`src/sv/pfa_pkg.sv`:
```
// pfa_pkg: sizes, codes and types shared by the partition fit allocator.
// No dependencies.
package pfa_pkg;

  localparam int PARTITIONS = 16;
  localparam int SIZE_BITS  = 16;

  localparam int IDX_W    = (PARTITIONS > 1) ? $clog2(PARTITIONS) : 1;
  localparam int CNT_W    = $clog2(PARTITIONS + 1);
  localparam int POLICY_W = 2;
  localparam int PIU_W    = 5;
  localparam int CFG_W    = 5;
  localparam int CFG_IDX_W = 1;
  localparam int PIDX_W   = 4;
  localparam int AMOUNT_W = 16;

  localparam logic [PIU_W-1:0] PIU_RESET = PIU_W'(16);

  localparam logic [POLICY_W-1:0] POL_FIRST = 2'd0;
  localparam logic [POLICY_W-1:0] POL_BEST  = 2'd1;
  localparam logic [POLICY_W-1:0] POL_WORST = 2'd2;

  localparam logic FUNC_LOAD  = 1'b0;
  localparam logic FUNC_ALLOC = 1'b1;

  localparam logic [CFG_IDX_W-1:0] CFG_POLICY = 1'd0;
  localparam logic [CFG_IDX_W-1:0] CFG_PARTS  = 1'd1;

  typedef enum logic [2:0] {
    ST_IDLE = 3'b001,
    ST_SCAN = 3'b010,
    ST_DONE = 3'b100
  } state_t;

endpackage

```
`src/sv/pfa_ram.sv`:
```
// pfa_ram: generic simple dual-port RAM, one write and one registered read port.
// No dependencies.
module pfa_ram #(
  parameter int WIDTH = 16,
  parameter int DEPTH = 16
) (
  input  logic                                      clk,
  input  logic                                      we,
  input  logic [((DEPTH > 1) ? $clog2(DEPTH) : 1)-1:0] waddr,
  input  logic [WIDTH-1:0]                          wdata,
  input  logic                                      re,
  input  logic [((DEPTH > 1) ? $clog2(DEPTH) : 1)-1:0] raddr,
  output logic [WIDTH-1:0]                          rdata
);

  logic [WIDTH-1:0] mem [DEPTH];

  always_ff @(posedge clk) begin
    if (we) begin
      mem[waddr] <= wdata;
    end
    if (re) begin
      rdata <= mem[raddr];
    end
  end

endmodule

```
`src/sv/partition_fit_allocator_core.sv`:
```
// partition_fit_allocator_core: free-space table with first/best/worst-fit search.
// Depends on pfa_pkg and pfa_ram.
// Load word: written to the table on acceptance, no result. Allocate word: busy
// while up to 16 partitions are searched, one RAM read per cycle; the result
// strobe rises as busy falls; the receiver cannot stall.
// Reset: synchronous, active low; policy first-fit, 16 partitions; table undefined.
module partition_fit_allocator_core (
  input  logic                          clk,
  input  logic                          rst_n,
  input  logic                          start,
  output logic                          busy,
  input  logic                          in_func,
  input  logic [pfa_pkg::PIDX_W-1:0]    in_partition_index,
  input  logic [pfa_pkg::AMOUNT_W-1:0]  in_amount,
  output logic                          out_valid,
  output logic                          out_granted,
  output logic [pfa_pkg::PIDX_W-1:0]    out_chosen_partition,
  input  logic                          cfg_we,
  input  logic [pfa_pkg::CFG_IDX_W-1:0] cfg_index,
  input  logic [pfa_pkg::CFG_W-1:0]     cfg_wdata
);

  localparam int IW = pfa_pkg::IDX_W;
  localparam int CW = pfa_pkg::CNT_W;
  localparam int SW = pfa_pkg::SIZE_BITS;

  pfa_pkg::state_t state_r, state_nxt;
  logic [pfa_pkg::POLICY_W-1:0] policy_r;
  logic [pfa_pkg::PIU_W-1:0]    piu_r;

  logic [SW-1:0] req_r, req_nxt;
  logic [CW-1:0] count_r, count_nxt;
  logic [CW-1:0] issue_r, issue_nxt;
  logic [IW-1:0] rd_idx_r, rd_idx_nxt;
  logic          found_r, found_nxt;
  logic [IW-1:0] pick_r, pick_nxt;
  logic [SW-1:0] best_r, best_nxt;

  logic                       out_valid_r, out_valid_nxt;
  logic                       out_granted_r, out_granted_nxt;
  logic [pfa_pkg::PIDX_W-1:0] out_chosen_r, out_chosen_nxt;

  logic          ram_we, ram_re;
  logic [IW-1:0] ram_waddr, ram_raddr;
  logic [SW-1:0] ram_wdata, ram_rdata;

  logic          accept;
  logic [CW-1:0] count_sat;
  logic          fits, take, last;

  pfa_ram #(
    .WIDTH (SW),
    .DEPTH (pfa_pkg::PARTITIONS)
  ) u_free_ram (
    .clk   (clk),
    .we    (ram_we),
    .waddr (ram_waddr),
    .wdata (ram_wdata),
    .re    (ram_re),
    .raddr (ram_raddr),
    .rdata (ram_rdata)
  );

  assign busy   = (state_r != pfa_pkg::ST_IDLE);
  assign accept = start && !busy;

  assign count_sat = (32'(piu_r) > pfa_pkg::PARTITIONS) ? CW'(pfa_pkg::PARTITIONS)
                                                        : CW'(piu_r);

  // running pick over the word returned this cycle
  assign fits = (req_r <= ram_rdata);
  assign last = ((CW'(rd_idx_r) + CW'(1)) == count_r);

  always_comb begin
    take = 1'b0;
    if (fits) begin
      if (!found_r) begin
        take = 1'b1;
      end else if (policy_r == pfa_pkg::POL_BEST) begin
        take = (ram_rdata < best_r);
      end else if (policy_r == pfa_pkg::POL_WORST) begin
        take = (ram_rdata > best_r);
      end
    end
  end

  always_comb begin
    state_nxt       = state_r;
    req_nxt         = req_r;
    count_nxt       = count_r;
    issue_nxt       = issue_r;
    rd_idx_nxt      = rd_idx_r;
    found_nxt       = found_r;
    pick_nxt        = pick_r;
    best_nxt        = best_r;
    out_valid_nxt   = 1'b0;
    out_granted_nxt = out_granted_r;
    out_chosen_nxt  = out_chosen_r;
    ram_we          = 1'b0;
    ram_waddr       = in_partition_index[IW-1:0];
    ram_wdata       = in_amount[SW-1:0];
    ram_re          = 1'b0;
    ram_raddr       = issue_r[IW-1:0];

    unique case (state_r)
      pfa_pkg::ST_IDLE: begin
        if (accept) begin
          if (in_func == pfa_pkg::FUNC_LOAD) begin
            ram_we = (32'(in_partition_index) < pfa_pkg::PARTITIONS);
          end else begin
            req_nxt   = in_amount[SW-1:0];
            count_nxt = count_sat;
            found_nxt = 1'b0;
            pick_nxt  = '0;
            if (count_sat == '0) begin
              state_nxt = pfa_pkg::ST_DONE;
            end else begin
              ram_re     = 1'b1;
              ram_raddr  = '0;
              rd_idx_nxt = '0;
              issue_nxt  = CW'(1);
              state_nxt  = pfa_pkg::ST_SCAN;
            end
          end
        end
      end
      pfa_pkg::ST_SCAN: begin
        if (take) begin
          found_nxt = 1'b1;
          pick_nxt  = rd_idx_r;
          best_nxt  = ram_rdata;
        end
        if (issue_r < count_r) begin
          ram_re     = 1'b1;
          rd_idx_nxt = issue_r[IW-1:0];
          issue_nxt  = issue_r + CW'(1);
        end
        if (last) begin
          state_nxt = pfa_pkg::ST_DONE;
        end
      end
      pfa_pkg::ST_DONE: begin
        ram_we          = found_r;
        ram_waddr       = pick_r;
        ram_wdata       = best_r - req_r;
        out_valid_nxt   = 1'b1;
        out_granted_nxt = found_r;
        out_chosen_nxt  = found_r ? pfa_pkg::PIDX_W'(pick_r) : '0;
        state_nxt       = pfa_pkg::ST_IDLE;
      end
      default: begin
        state_nxt = pfa_pkg::ST_IDLE;
      end
    endcase
  end

  always_ff @(posedge clk) begin
    if (!rst_n) begin
      state_r     <= pfa_pkg::ST_IDLE;
      out_valid_r <= 1'b0;
      policy_r    <= pfa_pkg::POL_FIRST;
      piu_r       <= pfa_pkg::PIU_RESET;
    end else begin
      state_r     <= state_nxt;
      out_valid_r <= out_valid_nxt;
      if (cfg_we) begin
        unique case (cfg_index)
          pfa_pkg::CFG_POLICY: policy_r <= cfg_wdata[pfa_pkg::POLICY_W-1:0];
          pfa_pkg::CFG_PARTS:  piu_r    <= cfg_wdata[pfa_pkg::PIU_W-1:0];
          default: ;
        endcase
      end
    end
  end

  always_ff @(posedge clk) begin
    req_r         <= req_nxt;
    count_r       <= count_nxt;
    issue_r       <= issue_nxt;
    rd_idx_r      <= rd_idx_nxt;
    found_r       <= found_nxt;
    pick_r        <= pick_nxt;
    best_r        <= best_nxt;
    out_granted_r <= out_granted_nxt;
    out_chosen_r  <= out_chosen_nxt;
  end

  assign out_valid            = out_valid_r;
  assign out_granted          = out_granted_r;
  assign out_chosen_partition = out_chosen_r;

endmodule

```
`config.mk`:
```
export PLATFORM = sky130hd
export DESIGN_NAME = partition_fit_allocator_core
export DESIGN_NICKNAME = d
export VERILOG_FILES = /design/src/sv/pfa_pkg.sv /design/src/sv/pfa_ram.sv /design/src/sv/partition_fit_allocator_core.sv
export SDC_FILE = /design/constraint.sdc
export NUM_CORES = 1
export LEC_CHECK = 0
export ABC_CLOCK_PERIOD_IN_PS = 3750
export BUFFER_PORTS_ARGS = -buffer_cell sky130_fd_sc_hd__buf_4
export CORE_ASPECT_RATIO = 0.9
export CORE_UTILIZATION = 25
export DETAILED_ROUTE_END_ITERATION = 6
export HOLD_SLACK_MARGIN = 0.08
export PLACE_DENSITY = 0.4
export SLEW_MARGIN = 20
export SYNTH_ARGS = -nofsm -noshare
export SYNTH_HDL_FRONTEND = slang
export SYNTH_SLANG_ARGS = --single-unit
```
`constraint.sdc`:
```
create_clock -name clk -period 3.75 [get_ports clk]
set_clock_uncertainty 0.1 [all_clocks]
set_input_delay 0.375 -clock clk [delete_from_list [all_inputs] [get_ports clk]]
set_output_delay 0.375 -clock clk [all_outputs]
set_load 0.01 [all_outputs]
```
==> impl_results.md, run 1 <==
* Timing endpoint of the critical path: u_free_ram.rdata[4]$_DFFE_PP_
* Highest clock rate at 321 MHz
* Final Hold Viols at 0
* Number of post-CTS setup repair buffers at 0
* Number of inserted filler cells in the final layout at 5754
* Core Area at 0.0585 mm2
* Total power at 8.78 mW
* Clock net sink count at 339
* Total area of multi-input combinational cells at 0.00440 mm2
* WS Path Type: flip-flop to flip-flop
* Number of pins exceeding their max-slew limit in the final report at 0
* Via density per instance at 4.58
* First element of the critical path: piu_r[0]$_SDFFE_PN0P_
* Crit path time final at 3.12 ns
* Largest cells by area after synthesis: sky130_fd_sc_hd__edfxtp_1 66%, sky130_fd_sc_hd__mux4_2 5.0%, sky130_fd_sc_hd__ha_1 4.5%
* Setup repair after global routing missed its margin: false
* Residual overflow from global routing at 0
* Dominant cell type by area after synthesis: sky130_fd_sc_hd__edfxtp_1
* DRT Pass-1 Iters at 5
* Transition at the pin with the smallest max-transition slack at 0.892 ns
* Remaining max-slew budget at the tightest pin at 39.9%
* Starting density of the core at 25.3%
* Synth unique cells at 58
* Fraction of final layout cells sized beyond drive strength 1 at 21.2%
* Number of DRC markers after the initial detailed-route iteration at 690
* Overall Global Routing Usage at 14.1%
* Post-synthesis average cell area at 15.4 um2
* Most repeated cell in the gate-level netlist after synthesis: sky130_fd_sc_hd__edfxtp_1
* WL met1 at 21000 um
* Kind of end point of the critical path: flip-flop
* P per Cell Area at 482 mW/mm2
* DRC errors left at 0
* Cells after synthesis at 964
* Detail-routed net length per standard cell at 21.7 um
* Area taken by flip-flops and latches at 0.0101 mm2
* Number of top-level pins at 38
* Final WL at 41600 um
* Clock Pin Slew Worst Setup and Hold Paths at 0.06 ns
* Prevailing post-synth register cell: sky130_fd_sc_hd__edfxtp_1
* Final antenna diode count at 0
* CTS Buffer Depth at 3
* Reported max-cap violation count at 0
* Number of enable-type register cells in the synthesized netlist at 328
* Syn. warnings at 0
* Crit path largest cell delay at 0.59 ns
* Routability congestion estimate at 0.795
* Type of origin of the critical path: flip-flop
* Worst R2R Setup Slack at 0.63 ns
* Total Neg Setup Slack at 0 ns
* End of the worst register-to-register path: u_free_ram.rdata[4]$_DFFE_PP_
* Die outline area at 0.0603 mm2
* Hold Slack at 0.393 ns
* Status: completed
* Maximum number of pins on one net before global-route repair at 39
* Vias in the first global route at 8913
* Standard-cell rows at 84
* Worst Path Arrival at 3.31 ns
* Async S/R FF share, synth at 0%
* Fraction of post-synthesis cell area in the top cell type by area at 66.4%
* CP cell instances: or4_4 -> o21ai_4 -> nand2_1 -> buf_4 -> a221oi_1 -> nor2_1
* Count of buffers inserted at the top-level ports at 37
* Part of the cycle the worst path needs at 83.1%
* Via Count at 8751
* Number of failing setup endpoints in the final timing report at 0
* Hpwl dp at 28400 um
* Wire length of the first global-routing pass at 61700 um
* Root buffer cell: sky130_fd_sc_hd__clkbuf_16
* Post-synth design cell area at 0.0148 mm2
* Class of the tightest hold or removal check: flip-flop to flip-flop
* Top layer used by detailed routing: met4
* Highest ir drop seen on vdd at 0.255 mV
* Flip-flop and latch count after synthesis at 339
* Clock Latency Late Sink at 0.59 ns
* Detail Route met3 WL at 1710 um
* Number of instances in the placed design at 1806
* X dimension of the die at 259 um
* Seq/Total Area, Yosys at 67.9%
* Static leakage at 6.52 nW
* Path depth of the worst reg2reg path at 6
* Routed Antenna Nets at 0
* Number of antenna violations at the first check in global routing at 0
* Clock tree from TritonCTS: built
* Required time of the critical path at 3.95 ns
* Layout net count at 1190
* Detail Route met2 WL at 18100 um
* Top post-synthesis cells by count: 328 x sky130_fd_sc_hd__edfxtp_1, 61 x sky130_fd_sc_hd__inv_1, 53 x sky130_fd_sc_hd__ha_1, 45 x sky130_fd_sc_hd__nor2_1, 44 x sky130_fd_sc_hd__a21oi_1
* Max stage delay cell, worst path: sky130_fd_sc_hd__or4_4
* Fin cells at 1911
* P&R area growth vs syn at 22.8%
* H-tree depth reported by CTS at 2
* Synthesized Nets at 1049
* Clock buffer count from CTS at 40
* Largest fanout of any net on the critical path at 9
* R2R Path Start: piu_r[0]$_SDFFE_PN0P_
* Die Y-Extent at 233 um
where the power goes:
| group | internal, mW | leakage (nW) | switching (mW) |
|---|---|---|---|
| registers | 4.22 | 3.06 | 0.0518 |
| logic | 0.229 | 2.81 | 0.331 |
| clock network | 2.31 | 0.650 | 1.64 |
layout make-up:
type	count	area share, %
Timing Repair Buffer	142	6.56
Multi-Input combinational cell	520	24.2
Sequential cell	339	55.3
Clock buffer	49	5.79
Clock inverter	25	1.57
Inverter	62	1.28
Tap cell	774	5.32
cells in the final DEF (no fill, tap or decap), types with 22 or more instances in the layout:
cell type	instances
sky130_fd_sc_hd__ha_1	53
sky130_fd_sc_hd__nor2b_1	26
sky130_fd_sc_hd__dlygate4sd3_1	31
sky130_fd_sc_hd__nor2_1	34
sky130_fd_sc_hd__edfxtp_1	328
sky130_fd_sc_hd__nand2_1	43
sky130_fd_sc_hd__a21oi_1	44
sky130_fd_sc_hd__inv_1	61
sky130_fd_sc_hd__mux4_2	33
sky130_fd_sc_hd__buf_4	107
sky130_fd_sc_hd__clkbuf_16	40
sky130_fd_sc_hd__o21ai_0	22
cell families (layout without fill, tap and decap cells):
| logic type | after synthesis | after routing | synth area share (%) |
|---|---|---|---|
| AOI/OAI and AO/OA | 186 | 186 | 9.07 |
| xor gates and xnor gates | 20 | 20 | 1.18 |
| adders and majority gates | 54 | 54 | 4.61 |
| buffers and inverters | 105 | 278 | 2.77 |
| DFF | 339 | 339 | 67.9 |
| muxes | 66 | 66 | 7.62 |
| and+or+nand+nor | 194 | 194 | 6.83 |
critical path, delay by kind of cell (launching register included):
kind / cells / cell delay (ns)
AND/OR/NAND/NOR: 3 / 1.13
AO/OA/AOI/OAI: 2 / 0.95
buffers and inverters: 1 / 0.33
flip-flops: 1 / 0.32
worst min-delay path by stage:
stage	depth (start not counted)	to	slack, ns	from
final	2	piu_r[3]$_SDFFE_PN0P_	0.39	piu_r[3]$_SDFFE_PN0P_
after global routing	2	piu_r[2]$_SDFFE_PN0P_	0.42	piu_r[2]$_SDFFE_PN0P_
after CTS	2	piu_r[3]$_SDFFE_PN0P_	0.40	piu_r[3]$_SDFFE_PN0P_
after detailed placement	2	piu_r[3]$_SDFFE_PN0P_	0.39	piu_r[3]$_SDFFE_PN0P_
after global placement	2	piu_r[2]$_SDFFE_PN0P_	0.38	piu_r[2]$_SDFFE_PN0P_
after floorplan	2	piu_r[3]$_SDFFE_PN0P_	0.35	piu_r[3]$_SDFFE_PN0P_
per-stage QoR:
stage,util (%),worst slack (ns),instance area [um2]
after floorplan,-,0.531,14800
after global placement,28.3,0.585,16600
after detailed placement,28.3,0.626,16600
after CTS,31.1,0.603,18200
after global routing,31.1,0.449,18200
final,31.1,0.632,18200
metal layers:
metal  up-vias  track usage [%]
met5         -                0
met2       171             20.8
li1       4092                -
met3        47             2.27
met1      4441             21.0
met4         0             4.31
what timing repair did:
action,in CTS,in global routing
resized for setup,0,0
setup endpoints to repair,0,0
endpoints found under the hold margin,27,0
hold buffers,31,0
sequential cells by signal, summed over array words and instances (netlist names), 2 cells and up:
name,count
pick_r,4
u_free_ram.mem,256
policy_r,2
req_r,16
best_r,16
piu_r,5
out_chosen_partition,4
state_r,3
count_r,5
u_free_ram.rdata,16
rd_idx_r,4
issue_r,5
Power figures use the tool's default switching activity.
==> inputs of run 2 (changes only) <==
Settings changed: ABC_CLOCK_PERIOD_IN_PS 3750 to 3100.
Clock period 3.75 ns to 3.1 ns, I/O delays scaled along.
==> impl_results.md, run 2 (synthesis results as in run 1) <==
* End of the worst register-to-register path: u_free_ram.mem[11][8]$_DFFE_PP_ (was u_free_ram.rdata[4]$_DFFE_PP_)
* Register containing the most flip-flops in the final layout: u_free_ram.mem (unchanged)
* Commonest cells after routing, fill and taps aside: 328 x sky130_fd_sc_hd__edfxtp_1, 107 x sky130_fd_sc_hd__buf_4, 61 x sky130_fd_sc_hd__inv_1, 53 x sky130_fd_sc_hd__ha_1 (was 328 x sky130_fd_sc_hd__edfxtp_1, 107 x sky130_fd_sc_hd__buf_4, 61 x sky130_fd_sc_hd__inv_1, 53 x sky130_fd_sc_hd__ha_1, 44 x sky130_fd_sc_hd__a21oi_1)
* Total Neg Setup Slack at 0 ns (unchanged)
* H-tree depth reported by CTS at 2 (unchanged)
* Via Count at 8888 (was 8751)
* Worst R2R Setup Slack at 0.22 ns (was 0.63 ns)
* Residual overflow from global routing at 0 (unchanged)
* Clock Pin Slew Worst Setup and Hold Paths at 0.06 ns (about the same)
* Number of stages on the worst hold path at 2 (unchanged)
* Layout net count at 1198 (was 1190)
* Clock buffer count from CTS at 42 (was 40)
* Status: completed (unchanged)
* Class of the tightest hold or removal check: flip-flop to flip-flop (unchanged)
* Detail-routed net length per standard cell at 22.0 um (was 21.7 um)
* Die outline area at 0.0603 mm2 (unchanged)
* R2R Path Start: best_r[0]$_DFFE_PP_ (was piu_r[0]$_SDFFE_PN0P_)
* Hpwl dp at 27900 um (was 28400 um)
* Total of cells resized after clock tree synthesis at 0 (unchanged)
* Clock Latency Late Sink at 0.56 ns (was 0.59 ns)
* Hold Slack at 0.377 ns (was 0.393 ns)
* Count of buffer and inverter cells on the critical path at 2 (was 1)
* Part of the cycle the worst path needs at 93.0% (was 83.1%)
* DRC errors left at 0 (unchanged)
* Wire length of the first global-routing pass at 62200 um (was 61700 um)
* Required time of the critical path at 3.28 ns (was 3.95 ns)
* Clock net sink count at 339 (unchanged)
* Routability congestion estimate at 0.803 (was 0.795)
* Highest clock rate at 347 MHz (was 321 MHz)
* Die Y-Extent at 233 um (unchanged)
* Core Area at 0.0585 mm2 (unchanged)
* Type of origin of the critical path: flip-flop (unchanged)
* Clock tree from TritonCTS: built (unchanged)
* CTS Buffer Depth at 3 (unchanged)
* Remaining max-slew budget at the tightest pin at 37.2% (was 39.9%)
* Count of buffers inserted at the top-level ports at 37 (unchanged)
* Number of instances in the placed design at 1811 (was 1806)
* Final Hold Viols at 0 (unchanged)
* Number of top-level pins at 38 (unchanged)
* Crit path largest cell delay at 0.39 ns (was 0.59 ns)
* Vias in the first global route at 9072 (was 8913)
* Path depth of the worst reg2reg path at 11 (was 6)
* Worst Hold Path EP: piu_r[1]$_SDFFE_PN0P_ (was piu_r[3]$_SDFFE_PN0P_)
* Max FFs per register at 256 (unchanged)
* Number of DRC markers after the initial detailed-route iteration at 561 (was 690)
* Reported max-cap violation count at 0 (unchanged)
* Worst Path Arrival at 3.07 ns (was 3.31 ns)
* Crit path time final at 2.88 ns (was 3.12 ns)
* Overall Global Routing Usage at 14.2% (was 14.1%)
* Most frequent standard cell in the layout excluding fill and tap cells: sky130_fd_sc_hd__edfxtp_1 (unchanged)
* Fin cells at 1916 (was 1911)
* Final antenna diode count at 0 (unchanged)
* Number of failing setup endpoints in the final timing report at 0 (unchanged)
* Starting density of the core at 25.3% (unchanged)
* DRT Pass-1 Iters at 7 (was 5)
* Transition at the pin with the smallest max-transition slack at 0.941 ns (was 0.892 ns)
* P&R area growth vs syn at 23.5% (was 22.8%)
* Number of post-CTS setup repair buffers at 0 (unchanged)
* Largest fanout of any net on the critical path at 16 (was 9)
* Highest ir drop seen on vdd at 0.360 mV (was 0.255 mV)
* Min-Delay Startpoint: piu_r[1]$_SDFFE_PN0P_ (was piu_r[3]$_SDFFE_PN0P_)
* Kind of end point of the critical path: flip-flop (unchanged)
* WS Path Type: flip-flop to flip-flop (unchanged)
* Quantity of hold-fixing buffers added after cts at 32 (was 31)
* P per Cell Area at 577 mW/mm2 (was 482 mW/mm2)
* Final WL at 42200 um (was 41600 um)
* Top delay family on crit path: compound AO/OA/AOI/OAI gates (was simple AND/OR/NAND/NOR gates)
* Maximum number of pins on one net before global-route repair at 48 (was 39)
* Number of pins exceeding their max-slew limit in the final report at 0 (unchanged)
* CP cell instances: inv_1 -> ha_1 -> fa_1 -> nor2b_1 -> o31a_1 -> or2_2 -> a311o_1 -> a21oi_1 -> xor2_1 -> o21ai_1 -> buf_4 (was or4_4 -> o21ai_4 -> nand2_1 -> buf_4 -> a221oi_1 -> nor2_1)
* Max stage delay cell, worst path: sky130_fd_sc_hd__edfxtp_1 (was sky130_fd_sc_hd__or4_4)
* Fraction of final layout cells sized beyond drive strength 1 at 21.4% (was 21.2%)
* Root buffer cell: sky130_fd_sc_hd__clkbuf_16 (unchanged)
* Standard-cell rows at 84 (unchanged)
* Via density per instance at 4.64 (was 4.58)
* Static leakage at 6.57 nW (was 6.52 nW)
* Setup repair after global routing missed its margin: false (unchanged)
* X dimension of the die at 259 um (unchanged)
* Routed Antenna Nets at 0 (unchanged)
* Number of antenna violations at the first check in global routing at 1 (was 0)
* Layout Utilization at 31.3% (was 31.1%)
[run 2: cell types whose count changed in the layout (fill, tap and decap cells not counted), moves of 2 or more]
cell,previous run,this run
sky130_fd_sc_hd__buf_12,4,9
sky130_fd_sc_hd__nor3b_2,2,0
sky130_fd_sc_hd__bufinv_16,4,2
sky130_fd_sc_hd__nor3b_4,0,2
sky130_fd_sc_hd__clkbuf_16,40,44
[run 2: final cells by class]
cell class | count | area [um2]
clock buffer | 52 | 1140
tap | 774 | 968
sequential | 339 | 10100
clock inverter | 21 | 180
timing repair buffer | 148 | 1300
inverter | 62 | 233
multi-input combinational | 520 | 4420
fill | 5749 | 40200
[run 2: how the worst max path moves through the flow]
stage	startpoint	endpoint	cells after the start
after detailed placement	best_r[0]$_DFFE_PP_	u_free_ram.mem[4][8]$_DFFE_PP_	11
after global placement	issue_r[0]$_SDFFCE_PN1P_	u_free_ram.rdata[14]$_DFFE_PP_	4
after floorplan	req_r[2]$_DFFE_PP_	u_free_ram.mem[0][8]$_DFFE_PP_	9
after global routing	best_r[0]$_DFFE_PP_	u_free_ram.mem[11][8]$_DFFE_PP_	11
after CTS	u_free_ram.rdata[8]$_DFFE_PP_	best_r[13]$_DFFE_PP_	7
final	best_r[0]$_DFFE_PP_	u_free_ram.mem[11][8]$_DFFE_PP_	11
[run 2: through the flow]
stage	power [mW]	setup WS, ns	instance area [um2]
2_1_floorplan	5.61	0.0331	14800
3_3_place_gp	5.94	0.113	16700
3_5_place_dp	5.94	0.222	16700
4_1_cts	10.7	0.210	18300
5_1_grt	11.0	0.0702	18300
6_report	10.6	0.218	18300
[run 2: tightest hold or removal path, stage by stage (launching register included)]
cell                       delay [ns]
sky130_fd_sc_hd__dfxtp_1         0.32
sky130_fd_sc_hd__nand2_1         0.05
sky130_fd_sc_hd__a21boi_0        0.06
[run 2: layer usage]
| metal | GRT usage (%) | wire length, um | up-vias | share of wire [%] |
|---|---|---|---|---|
| met5 | 0 | 0 | - | 0 |
| met4 | 3.62 | 656 | 0 | 1.6 |
| met3 | 2.31 | 1680 | 48 | 4.0 |
| met2 | 22.9 | 19500 | 176 | 46 |
| met1 | 19.9 | 20400 | 4564 | 48 |
| li1 | - | - | 4100 | - |
[run 2: power by group]
group          switching, mW  leakage [nW]  total [mW]  internal, mW
registers             0.0547          3.06        5.16          5.10
clock network           1.93         0.645        4.71          2.78
logic                  0.412          2.87       0.704         0.292
==> inputs of run 3 (changes only) <==
--- a/config.mk
+++ b/config.mk
@@ -6,6 +6,6 @@
 export NUM_CORES = 1
 export LEC_CHECK = 0
-export ABC_CLOCK_PERIOD_IN_PS = 3100
-export BUFFER_PORTS_ARGS = -buffer_cell sky130_fd_sc_hd__buf_4
+export ABC_CLOCK_PERIOD_IN_PS = 3200
+export BUFFER_PORTS_ARGS = -buffer_cell sky130_fd_sc_hd__buf_2
 export CORE_ASPECT_RATIO = 0.9
 export CORE_UTILIZATION = 25
==> constraint.sdc (replaced) <==
create_clock -name clk -period 3.2 [get_ports clk]
set_clock_uncertainty 0.1 [all_clocks]
set_input_delay 0.16 -clock clk [delete_from_list [all_inputs] [get_ports clk]]
set_output_delay 0.16 -clock clk [all_outputs]
set_load 0.01 [all_outputs]
==> impl_results.md, run 3 (synthesis results as in run 1) <==
* Status: completed (unchanged)
* Maximum number of pins on one net before global-route repair at 37 (was 48)
* Final Hold Viols at 0 (unchanged)
* Part of the cycle the worst path needs at 94.0% (was 93.0%)
* Starting density of the core at 25.3% (unchanged)
* Root buffer cell: sky130_fd_sc_hd__clkbuf_16 (unchanged)
* First element of the critical path: piu_r[0]$_SDFFE_PN0P_ (was best_r[0]$_DFFE_PP_)
* Routed Antenna Nets at 0 (unchanged)
* Residual overflow from global routing at 0 (unchanged)
* Total power at 10.3 mW (was 10.6 mW)
* Worst Path Arrival at 3.26 ns (was 3.07 ns)
* DRT Pass-1 Iters at 5 (was 7)
* Kind of end point of the critical path: flip-flop (unchanged)
* DRC errors left at 0 (unchanged)
* Type of origin of the critical path: flip-flop (unchanged)
* Layout net count at 1198 (unchanged)
* Crit path largest cell delay at 0.85 ns (was 0.39 ns)
* P&R area growth vs syn at 22.8% (was 23.5%)
* Commonest cells after routing, fill and taps aside: 328 x sky130_fd_sc_hd__edfxtp_1, 69 x sky130_fd_sc_hd__buf_4, 61 x sky130_fd_sc_hd__inv_1, 53 x sky130_fd_sc_hd__ha_1, 44 x sky130_fd_sc_hd__a21oi_1 (was 328 x sky130_fd_sc_hd__edfxtp_1, 107 x sky130_fd_sc_hd__buf_4, 61 x sky130_fd_sc_hd__inv_1, 53 x sky130_fd_sc_hd__ha_1)
* Routability congestion estimate at 0.796 (was 0.803)
* Final antenna diode count at 0 (unchanged)
* Vias in the first global route at 9146 (was 9072)
* Register containing the most flip-flops in the final layout: u_free_ram.mem (unchanged)
* CTS Buffer Depth at 3 (unchanged)
* Die outline area at 0.0603 mm2 (unchanged)
* Max FFs per register at 256 (unchanged)
* Setup repair after global routing missed its margin: false (unchanged)
* Standard-cell rows at 84 (unchanged)
* Required time of the critical path at 3.45 ns (was 3.28 ns)
* Wire length of the first global-routing pass at 62800 um (was 62200 um)
* Via Count at 8896 (was 8888)
* H-tree depth reported by CTS at 2 (unchanged)
* Class of the tightest hold or removal check: input port to flip-flop (was flip-flop to flip-flop)
* Fraction of final layout cells sized beyond drive strength 1 at 21.1% (was 21.4%)
* Number of inserted filler cells in the final layout at 5726 (was 5749)
* Total Neg Setup Slack at 0 ns (unchanged)
* Clock Latency Late Sink at 0.56 ns (about the same)
* Via density per instance at 4.65 (was 4.64)
* Transition at the pin with the smallest max-transition slack at 1.04 ns (was 0.941 ns)
* Area taken by flip-flops and latches at 0.0101 mm2 (unchanged)
* X dimension of the die at 259 um (unchanged)
* Remaining max-slew budget at the tightest pin at 30.4% (was 37.2%)
* Number of top-level pins at 38 (unchanged)
* Clock buffer count from CTS at 39 (was 42)
* Clock Pin Slew Worst Setup and Hold Paths at 0.06 ns (about the same)
* Final WL at 42600 um (was 42200 um)
* Number of DRC markers after the initial detailed-route iteration at 668 (was 561)
* P per Cell Area at 564 mW/mm2 (was 577 mW/mm2)
* Number of pins exceeding their max-slew limit in the final report at 0 (unchanged)
* Die Y-Extent at 233 um (unchanged)
* Crit path time final at 3.01 ns (was 2.88 ns)
* Most frequent standard cell in the layout excluding fill and tap cells: sky130_fd_sc_hd__edfxtp_1 (unchanged)
* Highest clock rate at 333 MHz (was 347 MHz)
* R2R Path Start: piu_r[0]$_SDFFE_PN0P_ (was best_r[0]$_DFFE_PP_)
* Number of post-CTS setup repair buffers at 0 (unchanged)
* Clock tree from TritonCTS: built (unchanged)
* Overall Global Routing Usage at 14.4% (was 14.2%)
* Number of antenna violations at the first check in global routing at 2 (was 1)
* WS Path Type: flip-flop to flip-flop (unchanged)
* Core Area at 0.0585 mm2 (unchanged)
* Min-Delay Startpoint: in_amount[6] (was piu_r[1]$_SDFFE_PN0P_)
* Count of buffers inserted at the top-level ports at 37 (unchanged)
* Max stage delay cell, worst path: sky130_fd_sc_hd__nor3b_4 (was sky130_fd_sc_hd__edfxtp_1)
* Total area of multi-input combinational cells at 0.00442 mm2 (about the same)
* CP cell instances: or4_4 -> o21a_1 -> nor3b_4 -> a222oi_1 -> buf_4 -> nor2_1 (was inv_1 -> ha_1 -> fa_1 -> nor2b_1 -> o31a_1 -> or2_2 -> a311o_1 -> a21oi_1 -> xor2_1 -> o21ai_1 -> buf_4)
* Static leakage at 6.52 nW (was 6.57 nW)
* Number of failing setup endpoints in the final timing report at 0 (unchanged)
* Reported max-cap violation count at 0 (unchanged)
* Largest fanout of any net on the critical path at 15 (was 16)
* Highest ir drop seen on vdd at 0.302 mV (was 0.360 mV)
* Detail-routed net length per standard cell at 22.3 um (was 22.0 um)
* Hpwl dp at 27600 um (was 27900 um)
* Clock net sink count at 339 (unchanged)
## run 3: cell types whose count changed in the layout (fill, tap and decap cells not counted), moves of 2 or more
cell	previous run	this run
sky130_fd_sc_hd__nor2_1	35	33
sky130_fd_sc_hd__buf_2	0	37
sky130_fd_sc_hd__buf_12	9	7
sky130_fd_sc_hd__dlygate4sd3_1	32	38
sky130_fd_sc_hd__nor2_2	10	12
sky130_fd_sc_hd__o21ai_2	0	2
sky130_fd_sc_hd__bufinv_16	2	6
sky130_fd_sc_hd__o21ai_1	14	12
sky130_fd_sc_hd__buf_4	107	69
sky130_fd_sc_hd__clkbuf_16	44	40
## run 3: worst paths after layout
| kind | to | slack, ns | cells after the start |
|---|---|---|---|
| setup reg to reg | u_free_ram.rdata[15]$_DFFE_PP_ | 0.19 | 6 |
| hold reg to reg | policy_r[1]$_SDFFE_PN0P_ | 0.40 | 2 |
| hold / removal | req_r[6]$_DFFE_PP_ | 0.25 | 2 |
| setup / recovery | u_free_ram.rdata[15]$_DFFE_PP_ | 0.19 | 6 |
## run 3: what timing repair did
action,in CTS,in global routing
resized for setup,0,2
endpoints found under the setup margin,0,16
hold endpoints to repair,27,0
hold buffers,38,0
## run 3: cell type report
type | count | share of cell area (%)
multi-input cells | 520 | 24.3
clock inverters | 21 | 1.42
flip-flops and latches | 339 | 55.3
well taps | 774 | 5.32
repair buffers | 151 | 6.72
clock buffers | 47 | 5.64
inverters | 62 | 1.28
## run 3: per-stage QoR
stage	area [um2]	hold WS (ns)	cells	setup slack, ns	util [%]
floorplan	14800	0.159	964	0.133	-
global placement	16500	0.256	1808	0.00777	28.2
finish	18200	0.247	1914	0.193	31.1
CTS	18200	0.221	1914	0.0235	31.1
global route	18200	0.238	1914	0.0337	31.1
detailed placement	16500	0.261	1808	0.0569	28.2
## run 3: metal layers
layer  track usage (%)  vias up  part of all wire [%]
met5                 0        -                     0
met4              3.90        0                   1.8
met3              2.11       53                   4.3
met2              22.8      230                    45
met1              20.4     4511                    48
li1                  -     4102                     -
## run 3: where the power goes
| part | leakage [nW] | switching [mW] | internal (mW) |
|---|---|---|---|
| logic | 2.83 | 0.400 | 0.274 |
| clock network | 0.627 | 1.83 | 2.76 |
| registers | 3.06 | 0.0557 | 4.94 |
| total | 6.52 | 2.28 | 7.98 |
## run 3: critical path: cells and delay by family (launching register included)
kind | cells | cell delay, ns
flops | 1 | 0.32
compound gates | 2 | 0.47
buf+inv | 1 | 0.21
simple gates | 3 | 1.69
